**src/design/pcsg_pkg.sv**
```systemverilog
// Shared types, constants and helpers of the packet classifier with SYN guard.
`default_nettype none
package pcsg_pkg;

  localparam int STAT_SLOTS    = 256;
  localparam int STAT_AW       = $clog2(STAT_SLOTS);
  localparam int TRACK_ENTRIES = 1024;
  localparam int TRACK_WAYS    = 4;
  localparam int TRACK_SETS    = TRACK_ENTRIES / TRACK_WAYS;
  localparam int TRK_AW        = $clog2(TRACK_SETS);

  localparam logic [31:0] MIX_MULT        = 32'h045D_9F3B;
  localparam logic [15:0] ETH_IPV4        = 16'h0800;
  localparam logic [15:0] ETH_IPV6        = 16'h86DD;
  localparam logic [15:0] ETH_ARP         = 16'h0806;
  localparam logic [7:0]  KEY_ARP         = 8'hFE;
  localparam logic [7:0]  KEY_OTHER       = 8'hFF;
  localparam logic [7:0]  SLOT_TOTAL      = 8'h00;
  localparam logic [7:0]  PROTO_TCP       = 8'd6;
  localparam logic [3:0]  MIN_IHL         = 4'd5;
  localparam logic [1:0]  AGE_MAX         = 2'd3;
  localparam logic [15:0] SYN_LIMIT_RESET = 16'd10;

  localparam logic OP_FRAME     = 1'b0;
  localparam logic OP_READ      = 1'b1;
  localparam logic KIND_VERDICT = 1'b0;
  localparam logic KIND_STATS   = 1'b1;
  localparam logic REG_SYN_LIMIT = 1'b0;
  localparam logic REG_GUARD_EN  = 1'b1;

  typedef struct packed {
    logic [63:0] drops;
    logic [63:0] bytes;
    logic [63:0] packets;
  } stat_row_t;

  typedef struct packed {
    logic        valid;
    logic [1:0]  age;
    logic [31:0] source;
    logic [63:0] count;
  } trk_way_t;

  typedef trk_way_t [TRACK_WAYS-1:0] trk_row_t;

  // work handed from the parser to the update engine
  typedef struct packed {
    logic               read;
    logic [STAT_AW-1:0] slot;
    logic               drop;
    logic [7:0]         key;
    logic               counted;
    logic [15:0]        len;
    logic               syn;
    logic [31:0]        src;
  } pcsg_job_t;

  typedef enum logic [3:0] {
    E_IDLE, E_MUL, E_TADR, E_TUPD, E_SADR, E_SKEY, E_SZERO, E_RADR, E_RDATA, E_DONE
  } eng_state_t;

  function automatic logic [31:0] mix_pre(input logic [31:0] a);
    return a ^ (a >> 16);
  endfunction

  function automatic logic [TRK_AW-1:0] mix_set(input logic [31:0] p);
    logic [31:0] x;
    x = p ^ (p >> 16);
    return x[TRK_AW-1:0]; // set count is a power of two
  endfunction

endpackage
`default_nettype wire

```
**src/design/pcsg_parser.sv**
```systemverilog
// Byte-wise header parser and end-of-frame classifier.
`default_nettype none
module pcsg_parser
  import pcsg_pkg::*;
(
  input  wire logic        clk,
  input  wire logic        rst,
  input  wire logic        advance,
  input  wire logic        opcode,
  input  wire logic [7:0]  frame_byte,
  input  wire logic        frame_end,
  input  wire logic [7:0]  slot_index,
  input  wire logic        syn_guard_enable,
  output pcsg_job_t        job
);
  logic [15:0] byte_offset, ether_type;
  logic [3:0]  header_words;
  logic [7:0]  l4_protocol, tcp_flag_bits;
  logic [31:0] source_address;

  logic [15:0] ether_type_next;
  logic [3:0]  header_words_next;
  logic [7:0]  l4_protocol_next, tcp_flag_bits_next;
  logic [31:0] source_address_next;
  logic [15:0] tcp_off, tcp_min, len;
  logic        is_v4;

  always_comb begin
    ether_type_next     = ether_type;
    header_words_next   = header_words;
    l4_protocol_next    = l4_protocol;
    source_address_next = source_address;
    tcp_flag_bits_next  = tcp_flag_bits;
    if (byte_offset == 16'd12) begin
      ether_type_next = {frame_byte, 8'h00};
    end else if (byte_offset == 16'd13) begin
      ether_type_next = ether_type | {8'h00, frame_byte};
    end else if (byte_offset == 16'd14) begin
      header_words_next = frame_byte[3:0];
    end
    tcp_off = 16'd27 + {10'd0, header_words_next, 2'b00};
    tcp_min = 16'd34 + {10'd0, header_words_next, 2'b00};
    if (ether_type_next == ETH_IPV6 && byte_offset == 16'd20) begin
      l4_protocol_next = frame_byte;
    end
    if (ether_type_next == ETH_IPV4 && byte_offset >= 16'd14) begin
      if (byte_offset == 16'd23) begin
        l4_protocol_next = frame_byte;
      end
      if (byte_offset >= 16'd26 && byte_offset <= 16'd29) begin
        source_address_next = {source_address[23:0], frame_byte};
      end
      if (header_words_next >= MIN_IHL && byte_offset == tcp_off) begin
        tcp_flag_bits_next = frame_byte;
      end
    end
    len   = (byte_offset == 16'hFFFF) ? 16'hFFFF : byte_offset + 16'd1;
    is_v4 = ether_type_next == ETH_IPV4;

    job         = '0;
    job.read    = opcode == OP_READ;
    job.slot    = slot_index[STAT_AW-1:0];
    job.len     = len;
    job.src     = source_address_next;
    if (len < 16'd14) begin
      job.drop = 1'b1;
    end else if (is_v4) begin
      if (len < 16'd34 || header_words_next < MIN_IHL) begin
        job.drop = 1'b1;
      end else begin
        job.key     = l4_protocol_next;
        job.counted = 1'b1;
        job.syn     = l4_protocol_next == PROTO_TCP && len >= tcp_min &&
                      tcp_flag_bits_next[1] && !tcp_flag_bits_next[4] && syn_guard_enable;
      end
    end else if (ether_type_next == ETH_IPV6) begin
      if (len < 16'd54) begin
        job.drop = 1'b1;
      end else begin
        job.key     = l4_protocol_next;
        job.counted = 1'b1;
      end
    end else begin
      job.key     = (ether_type_next == ETH_ARP) ? KEY_ARP : KEY_OTHER;
      job.counted = 1'b1;
    end
  end

  always_ff @(posedge clk) begin
    if (rst || (advance && frame_end)) begin
      byte_offset    <= '0;
      ether_type     <= '0;
      header_words   <= '0;
      l4_protocol    <= '0;
      source_address <= '0;
      tcp_flag_bits  <= '0;
    end else if (advance) begin
      ether_type     <= ether_type_next;
      header_words   <= header_words_next;
      l4_protocol    <= l4_protocol_next;
      source_address <= source_address_next;
      tcp_flag_bits  <= tcp_flag_bits_next;
      if (byte_offset != 16'hFFFF) begin
        byte_offset <= byte_offset + 16'd1;
      end
    end
  end
endmodule
`default_nettype wire

```
**config.mk**
```make
export PLATFORM = sky130hd
export DESIGN_NAME = pcsg_parser
export DESIGN_NICKNAME = d
export VERILOG_FILES = /design/src/design/pcsg_pkg.sv /design/src/design/pcsg_parser.sv
export SDC_FILE = /design/constraint.sdc
export NUM_CORES = 1
export LEC_CHECK = 0
export BUFFER_PORTS_ARGS = -buffer_cell sky130_fd_sc_hd__buf_2
export CAP_MARGIN = 20
export CORE_UTILIZATION = 57
export CTS_BUF_LIST = sky130_fd_sc_hd__clkbuf_16
export DETAILED_ROUTE_END_ITERATION = 8
export PLACE_DENSITY = 0.87
export SLEW_MARGIN = 25
export SYNTH_ARGS = -nofsm -noshare
export SYNTH_HDL_FRONTEND = slang
export SYNTH_SLANG_ARGS = --single-unit
```
**constraint.sdc**
```tcl
create_clock -name clk -period 6.3 [get_ports clk]
set_input_delay 1.26 -clock clk [delete_from_list [all_inputs] [get_ports clk]]
set_output_delay 1.26 -clock clk [all_outputs]
set_load 0.02 [all_outputs]
```
# ---- Word level (Yosys, flattened, before mapping)
# Cells that the tools add are included.
dict set report word_totals {
  regBits 81
  out_inout_bits 68
  elab_cells 72
  in_bits 22
}
dict set report op_classes {
  muxes 26
  order_cmp 9
  eq_ne 12
  n_addsub 3
  bitwise_logic 1
  n_reduce_logical 14
}
# operator count
set ops {}
lappend ops {{$mux 32} 2}
lappend ops {{$eq 16x4->1 const B} 3}
lappend ops {{$mux 16} 3}
lappend ops {{$mux 9} 4}
lappend ops {{$eq 16x12->1 const B} 2}
lappend ops {{$eq 16x16->1 const B} 2}
lappend ops {{$eq 16x5->1 const B} 2}
lappend ops {{$lt 16x6->1 const B} 2}
lappend ops {{$mux 8} 3}
lappend ops {{$add 16x1->16 const B} 1}
lappend ops {{$eq 16x7->1} 1}
lappend ops {{$ge 16x4->1 const B} 1}
lappend ops {{$ge 16x5->1 const B} 1}
lappend ops {{$ge 16x7->1} 1}
lappend ops {{$le 16x5->1 const B} 1}
lappend ops {{$lt 16x4->1 const B} 1}
lappend ops {{$ne 16x16->1 const B} 1}
lappend ops {{$or 16x8->16} 1}
lappend ops {{$mux 4} 3}
lappend ops {{$mux 10} 1}
lappend ops {{$mux 5} 2}
lappend ops {{$logic_and 1x1->1} 9}
lappend ops {{$eq 8x3->1 const B} 1}
lappend ops {{$mux 1} 8}
lappend ops {{other kinds (8)} 9}

# ---- Depth between registers and ports, before layout
# Gate-level depths: netlist (run 1).
dict set report logic_depth {
  depth_word 16
  ltp_mapped 17
  depth_no_buf 14
}

# ---- Worst setup path before layout (run 1)
# No wires, ideal clock.
dict set report synth_timing {
  kind {flip-flop to output port}
  from {register byte_offset[1]}
  to {output port job[32] (netlist name)}
  stages_incl_launch_ff 18
  t_required_ns 5.040
  n_path_buf 3
  arrival_time_ns 4.044
  path_slack_ns 0.996
  path_cell_list {dfxtp_1 clkbuf_1 inv_1 ha_1 clkbuf_1 nor2_1 and2_1 clkbuf_1 nand2_1 mux2i_1 ha_1 xnor2_1 o21ai_0 nor3_1 o21ai_0 a211o_1 or4_1 a211oi_1}
}
# item line
set synth_rtl {}
lappend synth_rtl {{from (decl)} pcsg_parser.sv:16} ;# logic [15:0] byte_offset, ether_type;
lappend synth_rtl {{from (signal assigned)} pcsg_parser.sv:104} ;# byte_offset <= byte_offset + 16'd1;
lappend synth_rtl {{to (decl)} pcsg_parser.sv:14} ;# output pcsg_job_t job

==> results of run 1 <==
layer usage:
metal,share of wire [%],GRT usage (%)
met1,44,41.81
met2,46,49.63
met3,8.0,4.568
met4,2.0,10.41
met5,0,0
cells by family (layout without fill, tap and decap cells):
kind of cell	after synthesis	after routing	synth area share, %
XOR/XNOR	25	25	4.037
flip-flops	78	78	28.79
multiplexers	43	43	8.743
AO/OA/AOI/OAI	164	164	21.66
adder cells (fa/ha/maj)	11	11	2.537
AND/OR/NAND/NOR	267	267	26.90
buffers and inverters	87	117	7.336
critical path: stages (launching register included):
cell,delay (ns)
dfxtp_1,0.57
inv_1,0.15
ha_1,0.33
nor2_1,0.15
and2_1,0.26
nand2_1,0.23
mux2i_1,0.24
ha_1,0.26
xnor2_1,0.40
o21ai_0,0.14
nor3_1,0.14
o21ai_0,0.10
a211o_1,0.31
or4_1,0.51
a211oi_1,0.24
buf_2,0.20
per-stage QoR:
step / cell area (sq um) / utilization [%] / instances / power [uW]
floorplan: 5424 / - / 675 / 625.1
global placement: 5704 / 61.73 / 818 / 652.5
detailed placement: 5704 / 61.73 / 818 / 657.9
CTS: 5995 / 64.87 / 834 / 1169
global route: 5998 / 64.92 / 834 / 1202
finish: 5998 / 64.92 / 834 / 1168
cell usage in the layout (no fill, tap or decap), types with 7 or more instances in the layout:
cell type,count
and3_1,10
a21oi_1,40
inv_1,18
xnor2_1,11
nand4_1,11
dfxtp_1,78
o21ai_1,7
buf_4,12
nand2b_1,8
o21ai_0,22
or3_1,8
nand3_1,19
a211oi_1,21
a41oi_1,7
mux2_1,33
o211a_1,33
mux2i_1,8
nor4_1,11
buf_2,71
ha_1,11
clkbuf_16,9
nand2_1,54
and2_1,7
nor3_1,22
nor2_1,51
and4_1,10
xor2_1,14
or2_2,33
path summary, 6_finish.rpt:
path	start	endpoint	slack [ns]	cells after the start
worst min register to register	tcp_flag_bits[1]$_SDFFE_PP0P_	tcp_flag_bits[1]$_SDFFE_PP0P_	0.46	2
worst max-delay path	byte_offset[1]$_SDFFE_PP0P_	job[32]	0.48	15
worst min-delay path	tcp_flag_bits[1]$_SDFFE_PP0P_	tcp_flag_bits[1]$_SDFFE_PP0P_	0.46	2
worst max register to register	byte_offset[1]$_SDFFE_PP0P_	tcp_flag_bits[4]$_SDFFE_PP0P_	2.50	12
report_power, final:
group          internal, uW  leakage [uW]  switching, uW  total (uW)
sequential              506      0.000634           11.4         517
combinational          48.0       0.00199           84.0         132
clock                   275      0.000132            243         518
total                   829       0.00276            339        1170
flip-flops by register name, summed over array words and instances (netlist names):
signal / cells
source_address: 32
l4_protocol: 8
header_words: 4
ether_type: 16
byte_offset: 16
tcp_flag_bits: 2
area by class of cell:
type / instances / share of cell area [%]
multi-input cells: 510 / 57.88
repair buffers: 83 / 7.426
flip-flops and latches: 78 / 26.03
clock buffers: 9 / 3.755
inverters: 18 / 1.126
well taps: 129 / 2.691
clock inverters: 7 / 1.085
==> metrics.txt, run 1 <==
outcome=finished, final reports clean; Filler cells=778; Crit Path Category=reg2out; pin slew with the least headroom to its limit=1.003 ns; Post-synth top cells=dfxtp_1 (78), nand2_1 (54), nor2_1 (51), a21oi_1 (42), clkbuf_1 (39); number of synthesized register bits=78; Clock Path Buffers=2; H-tree depth=3; DRC errors left=0; TritonCTS Sinks=78; FF/Latch Area=1562 sq um; layout cells sized above 1=20.71%; CP Max Fanout=13; Final period util=92.42%; crit path DAT=4.56 ns; total track usage=30.69%; PD cells=194.7 nW/um^2; setup tns final=0 ns; Worst EP required=5.04 ns; vias per cell=6.410; # IOs=90; MaxCap Viol Count=0; Core ar.=9240 sq um; IO Port Bufs=71; Routed Antenna Nets=0; CTS resizes=0; part of the Yosys area used for sequential elements=28.79%; class of the worst hold path=reg2reg; Post-CTS Hold Buffers=0; antenna violations before repair=0; WHS=0.4601 ns; GRT Residual Overflow=0; Mapped Area=5424 sq um; Synth Area per Inst=8.035 sq um; predominant post-synthesis flop cell=dfxtp_1; starting density of the core=58.70%; CTS tree=yes; Slew Viols, Final=0; dpl hpwl=10630 um; largest net degree at the start of global routing=58; Post-synth EDFFs=0; final critical-path required period=5.822 ns; DR iter-0 viols=665; net count after synthesis=708; Setup crit end kind=output port; Worst VDD drop=0.1525 mV; yosys warns=0; count of cell types in the netlist=65; clk_skew=0.009542 ns; PnR worst setup slack=0.4778 ns; ys async rst share=0%; Synth Instances=675; n_diodes=0; pre-CTS setup slack=0.8475 ns; Routed wire per std cell=18.09 um; clock latency on the worst-skew pair=0.34 ns; max frequency=0.1718 GHz; Die W=99.55 um; leak pwr=0.002760 uW; vias after detailed routing=5346; RePlAce Congestion=0.9096; vias in the first global route=4953; FP Rows=35; dominant cells by area after synthesis=dfxtp_1 (29%), mux2_1 (6.9%), o211a_1 (6.1%); drt first pass iters=6; Layout Area Growth over Synthesis=10.59%; clock transition at the registers of the reported paths=0.07 ns; setup violators final=0; Rel. slew slack=31.39%; area of the multi-input gates=3472 sq um; Fin. Hold Viols=0; final WL=15090 um; Synth top area share=28.79%; post-synth top area cell=dfxtp_1; total CTS buffers=9; # nets final=733; height of the die=99.55 um; setup repair after global routing missed its margin=false; postcts setup bufs=0; Die ar.=9910 sq um; most numerous cell in the Yosys netlist=dfxtp_1; global-route wire length before repair=24680 um; CP Launch Type=flop; Root Buffer=clkbuf_16
Power figures use the tool's default switching activity.
==> inputs of run 2 (changes only) <==
--- a/config.mk
+++ b/config.mk
@@ -11,6 +11,7 @@
 export CTS_BUF_LIST = sky130_fd_sc_hd__clkbuf_16
 export DETAILED_ROUTE_END_ITERATION = 8
 export PLACE_DENSITY = 0.87
+export RECOVER_POWER = 100
 export SLEW_MARGIN = 25
 export SYNTH_ARGS = -nofsm -noshare
 export SYNTH_HDL_FRONTEND = slang
==> run 2 against run 1 <==
Against the previous run:
- the flow now finishes with violations (capacitance limit, slew limit)
- maximum frequency is 0.63% lower
- design area fell by 1.5%
- total power barely moved
- non-clock buffer count is the same
- clock skew increased by 0.00062 ns
- sequential power about the same
- final cell count unchanged
- combinational power about the same
- via count is 1.1% higher
- routed wire length is 0.90% higher
- first-iteration DRC count fell by 19%
- largest cell class unchanged
- highest routed layer unchanged
==> metrics.txt, run 2 (synthesis gave the netlist of run 1 again) <==
Worst path depth=15 (unchanged); leak pwr=0.002513 uW (-8.9%); CP Launch Type=flop; Clock Path Buffers=2 (unchanged); Fin. Hold Viols=0 (unchanged); Slew Viols, Final=137 (+137); outcome=complete, but fails checks; setup tns final=0 ns (unchanged); DP Cell Count=818 (unchanged); WHS Path Cells=2 (unchanged); clk_skew=0.01016 ns (+0.0006167 ns); vias per cell=6.483 (+1.1%); IO Port Bufs=71 (unchanged); Setup crit end kind=output port; largest delay contributor family on the critical path=simple AND/OR/NAND/NOR gates; Rel. slew slack=-51.34% (-83 points); max reg flops=32 (unchanged); MaxCap Viol Count=3 (+3); total CTS buffers=9 (unchanged); Finished Layout Cells=834 (unchanged); CP Cell Sequence=inv_1 > ha_1 > nor2_1 > and2_1 > nand2_1 > mux2i_1 > ha_1 > xnor2_1 > o21ai_0 > nor3_1 > o21ai_0 > a211o_1 > or4_1 > a211oi_1 > buf_2; most frequent cells in the layout=dfxtp_1 (78), clkbuf_1 (61), nand2_1 (54); Post-CTS Hold Buffers=0 (unchanged); commonest non-fill, non-tap cell in the layout=dfxtp_1; H-tree depth=3 (unchanged); r2r worst-path depth=12 (unchanged); # IOs=90 (unchanged); drt first pass iters=5 (-1); Worst VDD drop=0.1526 mV (about the same); worst path bufs/invs=2 (unchanged); most flop-heavy register=source_address; dpl hpwl=10630 um (unchanged); CP max stage delay=0.58 ns (about the same); clock latency on the worst-skew pair=0.34 ns (about the same); # nets final=733 (unchanged); CTS resizes=0 (unchanged); antenna violations before repair=0 (unchanged); Layout Area Growth over Synthesis=8.927%; Slowest cell on crit path=dfxtp_1; Worst EP required=5.04 ns (about the same); Placed Area=5704 sq um (unchanged); max frequency=0.1707 GHz (-0.63%); CP Max Fanout=13 (unchanged); TritonCTS Sinks=78 (unchanged); DR iter-0 viols=536 (-19%); clock transition at the registers of the reported paths=0.07 ns (about the same); crit path DAT=4.60 ns (+0.04 ns); final critical-path required period=5.859 ns (+0.03700 ns); layout cells sized above 1=11.77% (-8.9 points); Routed wire per std cell=18.26 um (+0.90%); CTS tree=yes; setup violators final=0 (unchanged); global-route wire length before repair=24680 um (unchanged); DRC errors left=0 (unchanged); height of the die=99.55 um (unchanged); Filler cells=824 (+5.9%); Die ar.=9910 sq um (unchanged); Die W=99.55 um (unchanged); vias after detailed routing=5407 (+1.1%); Final Util=63.94% (-0.98 points); WHS=0.4592 ns (-0.0008540 ns); Root Buffer=clkbuf_16; FP Rows=35 (unchanged); Core ar.=9240 sq um (unchanged); Final period util=93.00% (+0.59 points); n_diodes=0 (unchanged); RePlAce Congestion=0.9096 (unchanged); final WL=15230 um (+0.90%); largest net degree at the start of global routing=58 (unchanged); setup repair after global routing missed its margin=false; violated checks=capacitance limit, slew limit; GRT Residual Overflow=0 (unchanged); postcts setup bufs=0 (unchanged); Top Registers=source_address x32, byte_offset x16, ether_type x16; vias in the first global route=4953 (unchanged); Crit Path Category=reg2out; class of the worst hold path=reg2reg; PD cells=197.7 nW/um^2 (+1.5%); total track usage=30.69% (unchanged); starting density of the core=58.70% (unchanged); pin slew with the least headroom to its limit=2.270 ns (+1.267 ns); Routed Antenna Nets=0 (unchanged); post-layout instance area=5908 sq um (-1.5%)
## run 2: worst paths after layout
| check | start | end | slack (ns) |
|---|---|---|---|
| setup / recovery | byte_offset[1]$_SDFFE_PP0P_ | job[32] | 0.44 |
| hold / removal | tcp_flag_bits[1]$_SDFFE_PP0P_ | tcp_flag_bits[1]$_SDFFE_PP0P_ | 0.46 |
| setup reg to reg | byte_offset[1]$_SDFFE_PP0P_ | tcp_flag_bits[4]$_SDFFE_PP0P_ | 2.45 |
| hold reg to reg | tcp_flag_bits[1]$_SDFFE_PP0P_ | tcp_flag_bits[1]$_SDFFE_PP0P_ | 0.46 |
## run 2: routing by layer
| layer | vias up | track usage [%] | wire length [um] |
|---|---|---|---|
| met5 | - | 0 | 0 |
| met4 | 0 | 10.41 | 297 |
| met3 | 38 | 4.568 | 1211 |
| met2 | 267 | 49.63 | 6989 |
| met1 | 2597 | 41.81 | 6727 |
| li1 | 2505 | - | - |
## run 2: cell type report
cell class	count	area [sq um]	share of cell area [%]
Multi-Input combinational cell	510	3468	58.70
Sequential cell	78	1562	26.43
Timing Repair Buffer	83	359.1	6.078
Clock buffer	9	225.2	3.812
Tap cell	129	161.4	2.732
Inverter	18	67.56	1.144
Clock inverter	7	65.06	1.101
## run 2: stage by stage
step	worst slack, ns	total power [uW]
after floorplan	0.9958	625.1
after global placement	0.9384	652.5
after detailed placement	0.8475	657.9
after CTS	0.5320	1169
after global routing	0.1058	1200
final	0.4408	1168
## run 2: power breakdown
part	switching [uW]	internal [uW]	leakage (uW)
clock	246	275	0.000132
sequential	11.4	506	0.000634
combinational	84.7	44.8	0.00175
total	342	826	0.00251
## run 2: worst min-delay path, cell delays in order, from the launching register on
cell     delay (ns)
dfxtp_1        0.31
nand2_1        0.05
mux2i_1        0.05
==> inputs of run 3 (changes only) <==
--- a/config.mk
+++ b/config.mk
@@ -7,10 +7,10 @@
 export LEC_CHECK = 0
 export BUFFER_PORTS_ARGS = -buffer_cell sky130_fd_sc_hd__buf_2
 export CAP_MARGIN = 20
-export CORE_UTILIZATION = 57
+export CORE_UTILIZATION = 33
 export CTS_BUF_LIST = sky130_fd_sc_hd__clkbuf_16
 export DETAILED_ROUTE_END_ITERATION = 8
-export PLACE_DENSITY = 0.87
+export PLACE_DENSITY = 0.57
 export RECOVER_POWER = 100
 export SLEW_MARGIN = 25
 export SYNTH_ARGS = -nofsm -noshare
==> run 3 against run 2 <==
Against the previous run:
- the flow still finishes with violations (capacitance limit, slew limit)
- clock skew decreased by 0.0018 ns
- design area grew 2.2%
- combinational power is essentially flat
- sequential cell count stayed put
==> metrics.txt, run 3 (synthesis gave the netlist of run 1 again) <==
outcome=complete, but fails checks; violated checks=capacitance limit, slew limit; highest metal used=met4; vias per cell=5.501 (-15%); CTS tree=yes; Clock Path Buffers=2 (unchanged); r2r worst-path depth=9 (-3); Worst EP required=5.04 ns (about the same); Slew Viols, Final=137 (unchanged); H-tree depth=3 (unchanged); DR iter-0 viols=412 (-23%); CP Max Fanout=15 (+2); Core ar.=15940 sq um (+73%); # nets final=737 (+0.55%); Crit Path Category=in2out; Die ar.=16950 sq um (+71%); WL met2=7392 um (+5.8%); overall power=1161 uW (-0.62%); clk_skew=0.008334 ns (-0.001824 ns); final critical-path required period=5.926 ns (+0.06726 ns); height of the die=130.2 um (+31%); TritonCTS Sinks=78 (unchanged); Root Buffer=clkbuf_16; layout cells sized above 1=12.83% (+1.1 points); r2r endpoint=l4_protocol[0]$_SDFFE_PP0P_; Fin. Hold Viols=0 (unchanged); global-route wire length before repair=25610 um (+3.7%); setup tns final=0 ns (unchanged); MaxCap Viol Count=3 (unchanged); Layout Area Growth over Synthesis=11.28%; CP Cell Sequence=clkbuf_2 > and4_1 > a41oi_1 > or4_4 > nor4_1 > a21o_1 > buf_4 > mux2i_1 > o31ai_2 > buf_2; crit path DAT=4.67 ns (+0.07 ns); Setup crit end kind=output port; Top Registers=source_address x32, byte_offset x16, ether_type x16; PD cells=192.3 nW/um^2 (-2.7%); CTS resizes=0 (unchanged); Post-CTS Hold Buffers=0 (unchanged); class of the worst hold path=reg2reg; final WL=16170 um (+6.2%); most flop-heavy register=source_address; CP Launch Type=input port; DRC errors left=0 (unchanged); Slowest cell on crit path=nor4_1; postcts setup bufs=0 (unchanged); total CTS buffers=9 (unchanged); FF-to-FF Start=byte_offset[0]$_SDFFE_PP0P_; dpl hpwl=11380 um (+7.0%); R2R setup slack=2.16 ns (-0.29 ns); max frequency=0.1687 GHz (-1.1%); RePlAce Congestion=0.8623 (-5.2%); Worst VDD drop=0.1137 mV (-25%); antenna violations before repair=1 (+1); clock transition at the registers of the reported paths=0.06 ns (about the same); drt first pass iters=8 (+3); total track usage=19.55% (-11 points); Routed wire per std cell=17.47 um (-4.3%); vias in the first global route=4708 (-4.9%); # IOs=90 (unchanged); WHS Endpoint=ether_type[8]$_SDFFE_PP0P_; vias after detailed routing=5094 (-5.8%); leak pwr=0.002545 uW (+1.3%); Rel. slew slack=-65.39% (-14 points); GRT Residual Overflow=0 (unchanged); setup violators final=0 (unchanged); wl on met1=7807 um (+16%); WHS Path Cells=2 (unchanged); worst path bufs/invs=3 (+1); largest net degree at the start of global routing=58 (unchanged); post-layout instance area=6036 sq um (+2.2%); Routed Antenna Nets=0 (unchanged); most frequent cells in the layout=dfxtp_1 (78), clkbuf_1 (56), nand2_1 (54); pin slew with the least headroom to its limit=2.481 ns (+0.2107 ns); setup repair after global routing missed its margin=false; max reg flops=32 (unchanged); Die W=130.2 um (+31%); FP Rows=46 (+31%); CP max stage delay=1.08 ns (+0.50 ns); clock latency on the worst-skew pair=0.35 ns (about the same); Final period util=94.07% (+1.1 points); starting density of the core=34.02% (-25 points); largest delay contributor family on the critical path=simple AND/OR/NAND/NOR gates; hold path start=ether_type[8]$_SDFFE_PP0P_; Placed Area=5847 sq um (+2.5%); commonest non-fill, non-tap cell in the layout=dfxtp_1; IO Port Bufs=71 (unchanged); met3 wire len=731 um (-40%)
==> run 3: cell count changes in the layout (fill, tap and decap cells not counted), moves of 2 or more <==
cell | previous run | this run
buf_2 | 14 | 18
buf_4 | 8 | 11
clkbuf_1 | 61 | 56
clkbuf_2 | 0 | 2
clkinvlp_4 | 3 | 1
==> run 3: through the flow <==
| stage | hold WS, ns | instances | util [%] | worst slack, ns |
|---|---|---|---|---|
| global placement | 0.4363 | 909 | 36.65 | 0.9549 |
| CTS | 0.4590 | 925 | 38.48 | 0.5430 |
| detailed placement | 0.4480 | 909 | 36.67 | 0.9429 |
| finish | 0.4526 | 926 | 37.86 | 0.3736 |
| global route | 0.4793 | 926 | 37.86 | 0.1318 |
| floorplan | 0.4263 | 675 | - | 0.9958 |
==> run 3: worst max path at each step <==
| stage | start | to | cells after the start |
|---|---|---|---|
| 2_1_floorplan | byte_offset[1]$_SDFFE_PP0P_ | job[32] | 17 |
| 3_3_place_gp | byte_offset[5]$_SDFFE_PP0P_ | job[32] | 14 |
| 3_5_place_dp | byte_offset[5]$_SDFFE_PP0P_ | job[32] | 14 |
| 4_1_cts | byte_offset[5]$_SDFFE_PP0P_ | job[32] | 14 |
| 5_1_grt | byte_offset[5]$_SDFFE_PP0P_ | job[58] | 8 |
| 6_report | frame_byte[2] | job[50] | 10 |
==> run 3: per-layer routing <==
layer  global-route usage [%]  vias to the layer above
met1                    26.70                     2441
met2                    30.69                      130
met5                        0                        -
li1                         -                     2504
met3                    4.182                       19
met4                    5.746                        0
==> run 3: cell type report <==
type                            instances  area, sq um
Antenna cell                            1        2.502
Inverter                               18        67.56
Sequential cell                        78         1562
Clock inverter                          7        62.56
Timing Repair Buffer                   87        392.9
Fill cell                            1706         9907
Tap cell                              216        270.3
Multi-Input combinational cell        510         3453
Clock buffer                            9        225.2
==> run 3: worst min-delay path: cells and delay by family (launching register included) <==
kind            cells  cell delay [ns]
flops               1             0.31
simple gates        1             0.05
compound gates      1             0.05
==> run 3: where the power goes <==
group	internal, uW	switching, uW	leakage [uW]	total, uW
registers	506	10.8	0.000634	517
logic	45.2	86.1	0.00177	131
clock network	276	236	0.000139	513
total	827	333	0.00254	1160
